===== src/rtl/pres7_pkg.sv =====
// Shared types and constants of the seven-point residual block.
package pres7_pkg;

  localparam int WORD_W    = 32;
  localparam int LAP_W     = 38;
  localparam int MAG_W     = LAP_W - 1;
  localparam int HALF_W    = 16;
  localparam int GS_W      = 7;
  localparam int INV_W     = 32;
  localparam int CFG_IDX_W = 1;
  localparam int MIN_EDGE  = 3;

  // Result queue: depth and the widths of its pointers and fill count
  localparam int OQ_DEPTH = 16;
  localparam int OQ_AW    = 4;
  localparam int OQ_CW    = 5;

  // Configuration register indexes
  localparam logic [CFG_IDX_W-1:0] CFG_GRID_SIZE = 1'b0;
  localparam logic [CFG_IDX_W-1:0] CFG_INV_DX_SQ = 1'b1;

  localparam logic [GS_W-1:0]  GS_RESET  = 7'd64;
  localparam logic [INV_W-1:0] INV_RESET = 32'h0001_0000;

  typedef logic signed [WORD_W-1:0] word_t;

  localparam word_t WORD_MAX = 32'sh7FFF_FFFF;
  localparam word_t WORD_MIN = 32'sh8000_0000;

  // Per-item control carried down the plane pipeline
  typedef struct packed {
    logic emit;   // item releases a result
    logic inner;  // result point is interior
    logic last;   // result point is the final grid point
  } tag_t;

  // Centre value and its six neighbours (i plane, j row, k column)
  typedef struct packed {
    word_t c;
    word_t im;
    word_t ip;
    word_t jm;
    word_t jp;
    word_t km;
    word_t kp;
  } nbr_t;

  typedef struct packed {
    word_t residual;
    logic  last;
  } res_t;

endpackage


===== src/rtl/pres7_arith.sv =====
// Residual arithmetic: stencil sum, scaling by 1/dx^2 with rounding, saturation.
module pres7_arith (
  input  logic                          clk,
  input  logic                          rst_n,
  input  logic                          in_vld,
  input  pres7_pkg::nbr_t               nbr,
  input  pres7_pkg::word_t              f_val,
  input  logic                          inner,
  input  logic                          last,
  input  logic [pres7_pkg::INV_W-1:0]   inv,
  output logic                          out_vld,
  output pres7_pkg::res_t               out_res
);
  import pres7_pkg::*;

  localparam int PW = MAG_W + HALF_W;
  localparam logic [PW:0]   ROUND_HALF = (PW+1)'(1) << (HALF_W - 1);
  localparam logic [PW-1:0] SAT_LIM    = PW'(1) << (WORD_W - 1);

  typedef logic signed [LAP_W-1:0] lap_t;

  typedef struct packed {
    word_t f;
    logic  inner;
    logic  last;
  } side_t;

  function automatic lap_t sx(input word_t v);
    sx = {{(LAP_W-WORD_W){v[WORD_W-1]}}, v};
  endfunction

  logic [7:1]        v_r;
  side_t             side1_r, side2_r, side3_r, side4_r, side5_r, side6_r;
  lap_t              sa1_r, sb1_r, u61_r;
  lap_t              lap2_r;
  logic              neg3_r, neg4_r, neg5_r;
  logic [MAG_W-1:0]  mag3_r;
  logic [PW-1:0]     ph4_r, pl4_r;
  logic [PW-1:0]     q5_r;
  word_t             sc6_r;
  res_t              res7_r;

  lap_t              u_ext;
  lap_t              mag_full;
  logic [PW:0]       rnd;
  logic [WORD_W:0]   diff;
  word_t             diff_sat;

  // Stage valids
  always_ff @(posedge clk) begin
    if (!rst_n) begin
      v_r <= '0;
    end else begin
      v_r <= {v_r[6:1], in_vld};
    end
  end

  always_comb begin
    u_ext    = sx(nbr.c);
    mag_full = lap2_r[LAP_W-1] ? -lap2_r : lap2_r;
    rnd      = {1'b0, pl4_r} + ROUND_HALF;
    diff     = {side6_r.f[WORD_W-1], side6_r.f} - {sc6_r[WORD_W-1], sc6_r};
    if (diff[WORD_W] != diff[WORD_W-1]) begin
      diff_sat = diff[WORD_W] ? WORD_MIN : WORD_MAX;
    end else begin
      diff_sat = word_t'(diff[WORD_W-1:0]);
    end
  end

  always_ff @(posedge clk) begin
    // Partial sums of the neighbours and six times the centre
    sa1_r   <= sx(nbr.im) + sx(nbr.ip) + sx(nbr.jm);
    sb1_r   <= sx(nbr.jp) + sx(nbr.km) + sx(nbr.kp);
    u61_r   <= (u_ext <<< 2) + (u_ext <<< 1);
    side1_r <= '{f: f_val, inner: inner, last: last};

    // Laplacian numerator
    lap2_r  <= sa1_r + sb1_r - u61_r;
    side2_r <= side1_r;

    // Sign and magnitude
    neg3_r  <= lap2_r[LAP_W-1];
    mag3_r  <= mag_full[MAG_W-1:0];
    side3_r <= side2_r;

    // Two half-width partial products against 1/dx^2
    ph4_r   <= PW'(mag3_r) * PW'(inv[INV_W-1:HALF_W]);
    pl4_r   <= PW'(mag3_r) * PW'(inv[HALF_W-1:0]);
    neg4_r  <= neg3_r;
    side4_r <= side3_r;

    // Drop sixteen fraction bits, rounding halves away from zero
    q5_r    <= ph4_r + PW'(rnd >> HALF_W);
    neg5_r  <= neg4_r;
    side5_r <= side4_r;

    // Restore sign and saturate the scaled term
    if (q5_r >= SAT_LIM) begin
      sc6_r <= neg5_r ? WORD_MIN : WORD_MAX;
    end else begin
      sc6_r <= neg5_r ? -$signed(q5_r[WORD_W-1:0]) : $signed(q5_r[WORD_W-1:0]);
    end
    side6_r <= side5_r;

    // Residual, zero on the boundary
    res7_r.residual <= side6_r.inner ? diff_sat : '0;
    res7_r.last     <= side6_r.last;
  end

  assign out_vld = v_r[7];
  assign out_res = res7_r;

endmodule


===== config.mk =====
export PLATFORM = sky130hd
export DESIGN_NAME = pres7_arith
export DESIGN_NICKNAME = d
export VERILOG_FILES = /design/src/rtl/pres7_pkg.sv /design/src/rtl/pres7_arith.sv
export SDC_FILE = /design/constraint.sdc
export NUM_CORES = 2
export LEC_CHECK = 0
export ABC_AREA = 1
export BUFFER_PORTS_ARGS = -buffer_cell sky130_fd_sc_hd__buf_4
export CAP_MARGIN = 20
export CORE_UTILIZATION = 45
export CTS_CLUSTER_DIAMETER = 40
export DETAILED_ROUTE_END_ITERATION = 8
export GPL_ROUTABILITY_DRIVEN = 0
export SLEW_MARGIN = 25
export SYNTH_ARGS = -nofsm -noshare
export SYNTH_HDL_FRONTEND = slang
export SYNTH_SLANG_ARGS = --single-unit

===== constraint.sdc =====
create_clock -name clk -period 7.8 [get_ports clk]
set_input_delay 0.39 -clock clk [delete_from_list [all_inputs] [get_ports clk]]
set_output_delay 0.39 -clock clk [all_outputs]
set_load 0.02 [all_outputs]

==> results.json <==
{
  "hold_depth": 4,
  "synthTopCellsByCount": "nand2_1 (2307), inv_1 (2225), fa_1 (1078)",
  "dp_hpwl_microns": 169000,
  "whs_endpoint": "u61_r[33]$_DFF_P_",
  "htree_num_levels": 3,
  "crit_path_start_kind": "register",
  "min_period_over_period_pct": 87.1,
  "critPathRequiredTime_ns": 8.44,
  "holdBufCountCts": 40,
  "syn2layout_area_growth_pct": 11.9,
  "yosysTopAreaCell": "fa_1",
  "postSynth.asyncResetShare_pct": 0,
  "vias_per_cell": 5.08,
  "grt_pass1_vias": 61162,
  "synth_cell_types": 53,
  "synth.most_common_cell": "nand2_1",
  "rsz0062_at_grt": "no",
  "avgSynthCellArea_sq_um": 7.60,
  "nNetsFinal": 11273,
  "fin_tns_setup_ns": 0,
  "cp.arrival_ns": 7.44,
  "pre_cts_ws_ns": 1.05,
  "first_pass_iters": 8,
  "critical-path-top-delay-family": "adder cells",
  "tritoncts": "built",
  "initial_core_util_pct": 45.3,
  "max_stage_delay_ns": 0.88,
  "clk_latency_ns": 0.71,
  "overflow": 0,
  "worst_hold_startpoint": "nbr[222]",
  "ys.warnings.count": 0,
  "clock_skew_ns": 0.0526,
  "status": "complete, no violations",
  "met3_usage_pct": 3.94,
  "whs_ns": 0.0596,
  "dieArea_sq_um": 156000,
  "drive_above_1_share_pct": 6.40,
  "cts.sinks": 598,
  "ys_seq_elements": 598,
  "crit_path_frequent_cell": "inv_1",
  "reg2reg_setup_slack_ns": 1.00,
  "syn_area_sq_um": 69700,
  "hold_path.class": "input pin to register",
  "endpoint_kind": "register",
  "synthCells": 9173,
  "crit_path_max_fanout": 6,
  "drtIter0Drc": 4539,
  "synth_edf_count": 0,
  "syn_nets": 10994,
  "report.final.slew_viol_count": 0,
  "grt_pass1_wl_microns": 329000,
  "reg2reg_depth": 22,
  "ant_nets": 0,
  "ctsResizeCount": 0,
  "path_cells": "nand2_1 -> fa_1 -> inv_1 -> fa_1 -> inv_1 -> fa_1 -> inv_1 -> fa_1 -> inv_1 -> fa_1 -> fa_1 -> inv_1 -> ha_1 -> nand2_1 -> nor2_1 -> inv_1 -> nor2_1 -> inv_1 -> nor4_1 -> nand3_1 -> nand3b_1 -> xor2_1",
  "rows": 144,
  "maxCapViolCount": 0,
  "crit_buf_inv": 7,
  "fp.dieH_microns": 396,
  "post_cts_buffers": 0,
  "r2r-end": "ph4_r[47]$_DFF_P_",
  "route.detailed.drc": 0,
  "seq_area_frac_synth_pct": 17.2,
  "clock.fmax_mhz": 147,
  "use_met1_pct": 35.0,
  "cp_slowest_cell": "dfxtp_1",
  "grt.total_usage_pct": 26.6,
  "clk_root_buffer_cell": "clkbuf_16",
  "busiest_layer": "met2",
  "cts_buffers": 90,
  "layout_setup_ws_ns": 1.00,
  "crit_type": "register to register",
  "setup_viol": 0,
  "core_area_sq_um": 154000,
  "fillers": 15058,
  "synth_ff_type": "dfxtp_1",
  "clkTransAtPathRegs_ns": 0.06,
  "antenna_found_initial": 5,
  "grtUsageMet2_pct": 44.6,
  "pin_count": 327,
  "grt_start_max_net_pins": 38,
  "yosysTopAreaCellShare_pct": 31.0,
  "final_core_util_pct": 50.7,
  "clock_path_buffers": 3,
  "finalCriticalPeriod_ns": 6.80,
  "wl_per_cell_microns": 17.8,
  "vias": 58733,
  "chipWidth_microns": 396,
  "finalHoldViolCount": 0,
  "numPortBuffers": 326,
  "r2r_start": "mag3_r[36]$_SDFF_PN0_",
  "max_slew.worst_pin.slew_ns": 1.08,
  "finalWirelength_microns": 206000,
  "relSlewSlack_pct": 27.8,
  "synth.area.top_cells": "fa_1 (31%), dfxtp_1 (17%), nand2_1 (12%), inv_1 (12%), ha_1 (8.1%)"
}
cells by family after synthesis:
kind of cell	synth area share, %
simple gates	19.4
buf+inv	13.5
fa+ha+maj	39.0
flops	17.2
other cells	0.00538
xor+xnor	4.17
compound gates	6.77
metrics by stage:
| step | instance area (sq um) | instances |
|---|---|---|
| detailed placement | 74300 | 11364 |
| CTS | 78000 | 11569 |
| global route | 78000 | 11569 |
| finish | 78000 | 11570 |
| global placement | 74300 | 11364 |
| floorplan | 69700 | 9173 |
routing by layer:
layer,vias to the layer above,wire length [microns]
met3,392,15000
met5,-,38
met4,6,7650
met1,28275,86800
met2,2339,96100
li1,27721,-
layout make-up:
cell class                      instances  area, sq um  share of cell area, %
Clock buffer                          105         2370                   3.04
Inverter                             2233         8380                   10.8
Tap cell                             2044         2560                   3.28
Antenna cell                            1         2.50                0.00321
Sequential cell                       598        12000                   15.4
Clock inverter                         60          870                   1.12
Timing Repair Buffer                  445         3470                   4.45
Multi-Input combinational cell       6084        48300                   62.0
flip-flops by register name (all words and copies together) (netlist names), 33 cells and up:
| name | cells |
|---|---|
| ph4_r | 53 |
| q5_r | 53 |
| pl4_r | 38 |
| mag3_r | 37 |
| lap2_r | 36 |
| sa1_r | 34 |
| sb1_r | 34 |
| side1_r | 34 |
| side2_r | 34 |
| side3_r | 34 |
| side4_r | 34 |
| side5_r | 34 |
| side6_r | 34 |
| u61_r | 34 |
| out_res | 33 |
placed cells by master (no fill, tap or decap), types with 13 or more instances in the layout:
| master | instances |
|---|---|
| dlygate4sd3_1 | 40 |
| inv_1 | 2225 |
| o21ai_1 | 16 |
| a31oi_1 | 31 |
| o21a_1 | 27 |
| buf_4 | 403 |
| clkbuf_16 | 90 |
| nor4_1 | 33 |
| ha_1 | 450 |
| nand3b_1 | 15 |
| a21o_1 | 36 |
| nor2_1 | 598 |
| o21ai_2 | 13 |
| dfxtp_1 | 598 |
| a21boi_0 | 20 |
| a21oi_1 | 403 |
| o21bai_1 | 39 |
| nand2_1 | 2307 |
| xnor2_1 | 98 |
| fa_1 | 1078 |
| nor3_1 | 99 |
| nand3_1 | 242 |
| o21ai_0 | 238 |
| nand4_1 | 44 |
| xor2_1 | 234 |
tightest hold or removal path, cell delays in order:
cell and delay, ns:
buf_4 0.09, ha_1 0.13, a21oi_1 0.04, nand2_1 0.08
how the worst max path moves through the flow:
stage	start	endpoint	slack, ns	cells past startpoint
5_1_grt	mag3_r[21]$_DFF_P_	ph4_r[45]$_DFF_P_	0.75	22
4_1_cts	mag3_r[36]$_SDFF_PN0_	ph4_r[47]$_DFF_P_	1.06	22
6_report	mag3_r[36]$_SDFF_PN0_	ph4_r[47]$_DFF_P_	1.00	22
3_5_place_dp	mag3_r[36]$_SDFF_PN0_	ph4_r[47]$_DFF_P_	1.05	22
3_3_place_gp	mag3_r[36]$_SDFF_PN0_	ph4_r[47]$_DFF_P_	0.99	22
2_1_floorplan	inv[17]	ph4_r[36]$_DFF_P_	2.10	24
Power is not shown: default switching activity piles up to over one toggle a cycle in this logic, so the estimate is an artifact.
