## config.mk

```make
export PLATFORM = sky130hd
export DESIGN_NAME = pres7_fifo
export DESIGN_NICKNAME = d
export VERILOG_FILES = /design/src/rtl/pres7_pkg.sv /design/src/rtl/pres7_fifo.sv
export SDC_FILE = /design/constraint.sdc
export NUM_CORES = 1
export LEC_CHECK = 0
export ABC_AREA = 1
export BUFFER_PORTS_ARGS = -buffer_cell sky130_fd_sc_hd__buf_2
export CORE_MARGIN = 2
export CORE_UTILIZATION = 45
export CTS_BUF_LIST = sky130_fd_sc_hd__clkbuf_2 sky130_fd_sc_hd__clkbuf_4 sky130_fd_sc_hd__clkbuf_8
export DETAILED_ROUTE_END_ITERATION = 16
export GPL_TIMING_DRIVEN = 0
export PLACE_DENSITY_LB_ADDON = 0.12
export RECOVER_POWER = 100
export SETUP_SLACK_MARGIN = 0.4
export SLEW_MARGIN = 40
export SYNTH_ARGS = -nofsm -noshare
export SYNTH_HDL_FRONTEND = slang
export SYNTH_SLANG_ARGS = --single-unit
```

## constraint.sdc

```tcl
create_clock -name clk -period 2.92 [get_ports clk]
set_clock_uncertainty 0.1 [all_clocks]
set_input_delay 0.146 -clock clk [delete_from_list [all_inputs] [get_ports clk]]
set_output_delay 0.146 -clock clk [all_outputs]
set_load 0.01 [all_outputs]
```

## src/rtl/pres7_pkg.sv

```systemverilog
// Shared types and constants of the seven-point residual block.
package pres7_pkg;

  localparam int WORD_W    = 32;
  localparam int LAP_W     = 38;
  localparam int MAG_W     = LAP_W - 1;
  localparam int HALF_W    = 16;
  localparam int GS_W      = 7;
  localparam int INV_W     = 32;
  localparam int CFG_IDX_W = 1;
  localparam int MIN_EDGE  = 3;

  // Result queue: depth and the widths of its pointers and fill count
  localparam int OQ_DEPTH = 16;
  localparam int OQ_AW    = 4;
  localparam int OQ_CW    = 5;

  // Configuration register indexes
  localparam logic [CFG_IDX_W-1:0] CFG_GRID_SIZE = 1'b0;
  localparam logic [CFG_IDX_W-1:0] CFG_INV_DX_SQ = 1'b1;

  localparam logic [GS_W-1:0]  GS_RESET  = 7'd64;
  localparam logic [INV_W-1:0] INV_RESET = 32'h0001_0000;

  typedef logic signed [WORD_W-1:0] word_t;

  localparam word_t WORD_MAX = 32'sh7FFF_FFFF;
  localparam word_t WORD_MIN = 32'sh8000_0000;

  // Per-item control carried down the plane pipeline
  typedef struct packed {
    logic emit;   // item releases a result
    logic inner;  // result point is interior
    logic last;   // result point is the final grid point
  } tag_t;

  // Centre value and its six neighbours (i plane, j row, k column)
  typedef struct packed {
    word_t c;
    word_t im;
    word_t ip;
    word_t jm;
    word_t jp;
    word_t km;
    word_t kp;
  } nbr_t;

  typedef struct packed {
    word_t residual;
    logic  last;
  } res_t;

endpackage

```

## src/rtl/pres7_fifo.sv

```systemverilog
// Result queue that parts the pipeline from the output channel.
module pres7_fifo (
  input  logic             clk,
  input  logic             rst_n,
  input  logic             wr_en,
  input  pres7_pkg::res_t  wr_data,
  output logic             rd_vld,
  input  logic             rd_rdy,
  output pres7_pkg::res_t  rd_data
);
  import pres7_pkg::*;

  res_t              mem [OQ_DEPTH];
  logic [OQ_AW-1:0]  wp_r, rp_r;
  logic [OQ_CW-1:0]  cnt_r;
  logic [OQ_CW-1:0]  cnt_nxt;
  logic              rd;

  assign rd_vld  = (cnt_r != '0);
  assign rd      = rd_vld && rd_rdy;
  assign rd_data = mem[rp_r];

  always_comb begin
    cnt_nxt = cnt_r;
    if (wr_en) cnt_nxt = cnt_nxt + OQ_CW'(1);
    if (rd)    cnt_nxt = cnt_nxt - OQ_CW'(1);
  end

  always_ff @(posedge clk) begin
    if (!rst_n) begin
      wp_r  <= '0;
      rp_r  <= '0;
      cnt_r <= '0;
    end else begin
      if (wr_en) wp_r <= wp_r + OQ_AW'(1);
      if (rd)    rp_r <= rp_r + OQ_AW'(1);
      cnt_r <= cnt_nxt;
    end
  end

  // Store the incoming beat
  always_ff @(posedge clk) begin
    if (wr_en) begin
      mem[wp_r] <= wr_data;
    end
  end

endmodule

```

==> results.md, run 1 <==
* Outcome: finished, final reports clean
* Core area at 49000 sq um
* Crit path top cell by count: buf_12
* Gr ovfl total at 0
* Post-layout minimum cycle time at 2720 ps
* Async SR Flop Fraction at 0%
* Slowest-stage cell, CP: dfxtp_2
* Total CTS buffers at 93
* HPWL Detailed at 41500 um
* Count of pins over their slew limit at 0
* Ports at 71
* Initial DRC Count at 1510
* Mapped Area at 22300 sq um
* Count leader, synth: edfxtp_1
* Starting Density at 45.6%
* Crit path largest cell delay at 500 ps
* Post-synth cell types at 20
* WL/cell at 23.1 um
* Largest net degree at the start of global routing at 17
* CP Cell Sequence: buf_12 -> buf_12 -> buf_12 -> buf_12 -> nand2_1 -> o211ai_1 -> nand3_1 -> nand3_2 -> nand2_2 -> buf_2
* Synth area leader: edfxtp_1
* Total power at 19.8 mW
* Syn avg cell area at 12.4 sq um
* Routed wire length at 64400 um
* Worst Path Arrival at 2470 ps
* Unrepaired setup endpoints after global routing: true
* Synth area leaders: edfxtp_1, inv_1, nand3_1
* Clk buf depth at 3
* Share of cells above drive strength 1 at 15.9%
* Pre-CTS WS at 226 ps
* CP Class: flip-flop to output pin
* Area Overhead vs Synth at 20.9%
* Yosys warnings at 0
* Main combinational cell family by area after synthesis: compound AO/OA/AOI/OAI gates
* Hold EP: cnt_r[0]
* Simple-Gate Fraction of Synth Area at 8.45%
* R2R cell count at 5
* GRT Util Overall at 25.4%
* Pwr per Cell Area at 733 nW/um^2
* Reg-to-reg critical path endpoint: mem[4][26]
* Post-Synth Adder-Cell Area at 0.449%
* Die span in x at 227 um
* Synth top cells by count: edfxtp_1, inv_1, nand3_1, nand2_1, a21oi_1
* Fin nets at 2094
* CTS Sinks at 545
* Max_slew headroom at 1.99%
* Endpoint type of the worst setup path: output pin
* Worst-path maximum fanout at 10
* First-pass GRT wire length at 93500 um
* FF+latch count, synth at 545
* Via density at 5.39
* Hold Crit Depth at 4
* Fin crit share at 93.1%
* Drt first pass iters at 5
* Mux contribution to synthesized area at 0%
* Sequential area share after synthesis at 72.6%
* Crit path launch type: flip-flop
* Synth Area in XOR/XNOR at 0.0393%
* Initial antenna violation count at 0
* H-tree depth at 3
* Placer congestion estimate at 0.794
* Synth top area share at 71.1%
* CTS tree: done
* Root Buffer: clkbuf_8
* Worst r2r src: wp_r[0]
* Number of synthesized flops with an enable pin at 528
* Final setup fails at 0
* Final setup margin at 201 ps
* Synth Area in Compound Gates at 10.8%
* HP Class: input port to flip-flop
* Fill count at 4205
* DRC at 0
* Leak at 9.96 nW
* Main flop type after synthesis: edfxtp_1
* Number of global-route vias before repair at 14800
* CP required at 2670 ps
* Syn_nets at 1841
* Endpoints failing hold at 0
* Worst VDD drop at 392 uV
* Final ANT Viol Nets at 0
* Die ar. at 51400 sq um
* Worst Max-Slew Pin Slew at 1460 ps
* Routed via count at 15000
* Die Y-Extent at 227 um
* R2r setup slk at 240 ps
* Hold Crit Start: rd_rdy
* Clock transition at path regs at 60 ps
* Row count at 81
* Setup TNS at 0 ps
* Max cap viols at 0
* Fmax at 368 MHz
* # port buffers at 68
* Syn Inst Count at 1796
* Clk_lat worst skew at 670 ps
[registers in the layout (all words and copies together) (netlist names), named ones only]
register  count
mem         528
cnt_r         5
rp_r          4
wp_r          4
[worst max path at each step]
stage	to	depth (start not counted)	slack [ps]	startpoint
floorplan	mem[0][0]	4	330	wp_r[0]
global placement	mem[3][21]	3	-1680	wp_r[0]
detailed placement	rd_data[2]	7	230	flip-flop
CTS	rd_data[4]	9	260	flip-flop
global route	rd_data[16]	10	90	flip-flop
finish	rd_data[4]	10	200	flip-flop
[cell usage in the layout (no fill, tap or decap), types with 18 or more instances in the layout]
master           n
nand3_1        185
clkbuf_4        54
o21ai_0        133
nor2_1          28
buf_2           27
nand3_2         20
clkinv_1        27
buf_4           18
a21oi_1        140
edfxtp_1       528
dlygate4sd3_1   38
clkbuf_1        56
clkbuf_2        32
nand2_1        191
clkbuf_8       105
o211ai_1       132
inv_1          282
buf_12          22
[cell type report]
class,count,area [sq um],share of cell area [%]
sequential,545,16200,60.1
tap,664,831,3.08
timing repair buffer,158,1420,5.27
antenna,1,2.50,0.00928
clock inverter,34,175,0.650
clock buffer,130,1580,5.87
multi-input combinational,858,4540,16.8
buffer,110,1150,4.27
inverter,283,1070,3.95
[stage by stage]
step / instances / utilization, % / instance area, sq um / hold WS (ps)
after floorplan: 1796 / - / 22300 / 145
after global placement: 2528 / 48.0 / 23500 / 365
after detailed placement: 2561 / 49.4 / 24200 / 380
after CTS: 2777 / 55.5 / 27200 / 238
after global routing: 2782 / 55.1 / 27000 / 303
final: 2783 / 55.1 / 27000 / 292
[worst max-delay path, delay by kind of cell, from the launching register on]
kind / cells / cell delay, ps
buf+inv: 5 / 780
flops: 1 / 500
simple gates: 4 / 400
compound gates: 1 / 110
[per-layer routing]
| metal | wire [um] | global-route usage [%] | vias up |
|---|---|---|---|
| met4 | 1650 | 9.55 | 0 |
| met5 | 0 | 0 | - |
| met3 | 4570 | 4.63 | 96 |
| li1 | - | - | 6903 |
| met2 | 30300 | 40.5 | 605 |
| met1 | 27800 | 34.8 | 7393 |
[logic make-up (layout without fill, tap and decap cells)]
| logic type | count (synthesis) | in the layout |
|---|---|---|
| DFF | 545 | 545 |
| and+or+nand+nor | 433 | 433 |
| AOI/OAI and AO/OA | 416 | 416 |
| buffers and inverters | 393 | 715 |
| adders and majority gates | 8 | 8 |
| xor gates and xnor gates | 1 | 1 |
| other | 0 | 1 |
[timing repair]
item	CTS	global route
hold endpoints to repair	545	0
setup endpoints to repair	33	34
pin swaps	42	52
setup buffers	5	0
hold buffers	38	0
gates resized for setup	187	40
gates cloned	9	5
[report_power, final]
part / leakage [nW] / internal, mW / switching, mW
registers: 4.91 / 8.70 / 0.0568
clock network: 0.915 / 3.56 / 3.04
logic: 4.14 / 1.71 / 2.69
Note: power is estimated with default switching activity, not from simulation.
==> run 2: changes to the inputs <==
- clock period: 2.92 -> 2.75 ns (I/O delays scaled with it)
==> results.md, run 2 (synthesized netlist as in run 1, its figures left out) <==
* Outcome: finished, final reports clean
* Max reg flops at 528
* Die ar. at 51400 sq um
* Ports at 71
* Clk buf depth at 3
* CP Class: flip-flop to output pin
* HPWL Detailed at 41500 um
* Core area at 49000 sq um
* First-pass GRT wire length at 93500 um
* Routed via count at 15000
* Slowest-stage cell, CP: dfxtp_4
* HP Class: input port to flip-flop
* Initial antenna violation count at 0
* Biggest register: mem
* Final ANT Viol Nets at 0
* Crit path launch type: flip-flop
* Area Overhead vs Synth at 20.6%
* Hold slack at 265 ps
* Clock transition at path regs at 60 ps
* Final instance area at 26900 sq um
* Crit path top cell by count: buf_12
* Leak at 9.88 nW
* Count of pins over their slew limit at 0
* Starting Density at 45.6%
* CP required at 2510 ps
* Crit path largest cell delay at 400 ps
* Endpoint type of the worst setup path: output pin
* Routed wire length at 64600 um
* Endpoints failing hold at 0
* Commonest cells after routing, fill and taps aside: edfxtp_1, inv_1, nand2_1
* Root Buffer: clkbuf_8
* Fmax at 376 MHz
* Area post-placement at 24200 sq um
* CTS tree: done
* Worst Max-Slew Pin Slew at 1440 ps
* Max_slew headroom at 3.59%
* Final setup fails at 0
* Worst Path Arrival at 2420 ps
* Share of cells above drive strength 1 at 16.4%
* Total power at 21.0 mW
* Row count at 81
* Total CTS buffers at 93
* Largest net degree at the start of global routing at 17
* Pwr per Cell Area at 780 nW/um^2
* DRC at 0
* Via density at 5.41
* Largest registers: mem x528, cnt_r x5
* Commonest non-fill, non-tap cell in the layout: edfxtp_1
* Gr ovfl total at 0
* Unrepaired setup endpoints after global routing: true
* Worst-path maximum fanout at 10
* Clk_lat worst skew at 670 ps
* CTS Sinks at 545
* Max cap viols at 0
* Drt first pass iters at 5
* # port buffers at 68
* WL/cell at 23.2 um
* Die span in x at 227 um
* Worst VDD drop at 424 uV
* Fin nets at 2093
* Number of global-route vias before repair at 14800
* GRT Util Overall at 25.4%
* Initial DRC Count at 1596
* Die Y-Extent at 227 um
* CP Cell Sequence: buf_12 -> buf_12 -> buf_12 -> buf_6 -> o211ai_1 -> nand3_1 -> nand3_2 -> nand2_2 -> buf_2
* Post-layout minimum cycle time at 2660 ps
* H-tree depth at 3
* Setup TNS at 0 ps
* Placer congestion estimate at 0.794
* Fin crit share at 96.6%
[run 2: cell count changes in the layout (fill, tap and decap cells not counted), sizes merged]
cell and delta:
dlymetal6s4s -1, dlymetal6s2s -4, dlygate4sd3 -1, buf +2, clkbuf +3
[run 2: where the power goes]
part	switching, mW	internal, mW	total, mW	leakage, nW
logic	2.87	1.80	4.67	4.05
clock network	3.24	3.78	7.02	0.915
registers	0.0608	9.24	9.30	4.91
total	6.16	14.8	21.0	9.88
[run 2: worst paths after layout]
path / cells after the start / startpoint / to / slack (ps)
max reg2reg: 6 / wp_r[1] / mem[9][14] / 200
max: 9 / flip-flop / rd_data[4] / 90
min reg2reg: 2 / rp_r[2] / rp_r[2] / 400
min: 5 / rd_rdy / cnt_r[2] / 260
[run 2: worst max-delay path, delay by kind of cell (launching register included)]
| kind | cells | cell delay, ps |
|---|---|---|
| buffers and inverters | 5 | 760 |
| AND/OR/NAND/NOR | 3 | 350 |
| AO/OA/AOI/OAI | 1 | 230 |
| flip-flops | 1 | 400 |
[run 2: through the flow]
stage	util, %	instances	setup WS (ps)
after global routing	55.0	2781	16.5
final	55.0	2782	92.7
after detailed placement	49.4	2561	64.1
after global placement	48.0	2528	-1850
after floorplan	-	1796	162
after CTS	55.5	2776	96.6
[run 2: layout make-up]
| class | instances | area, sq um |
|---|---|---|
| tap | 664 | 831 |
| sequential | 545 | 16200 |
| timing repair buffer | 157 | 1380 |
| fill | 4211 | 22000 |
| antenna | 1 | 2.50 |
| inverter | 283 | 1070 |
| clock buffer | 130 | 1580 |
| clock inverter | 34 | 175 |
| buffer | 110 | 1140 |
| multi-input combinational | 858 | 4540 |
[run 2: metal layers]
metal,global-route usage [%],wire [um],up-vias
li1,-,-,6895
met1,34.8,28000,7441
met2,40.5,30400,607
met3,4.63,4450,98
met4,9.55,1670,0
met5,0,0,-
[run 2: repair_timing]
item,CTS,global route
pin swaps,42,52
endpoints found under the setup margin,33,33
hold buffers,37,0
setup buffers,5,0
endpoints found under the hold margin,545,0
gates cloned,9,5
gates resized for setup,187,39
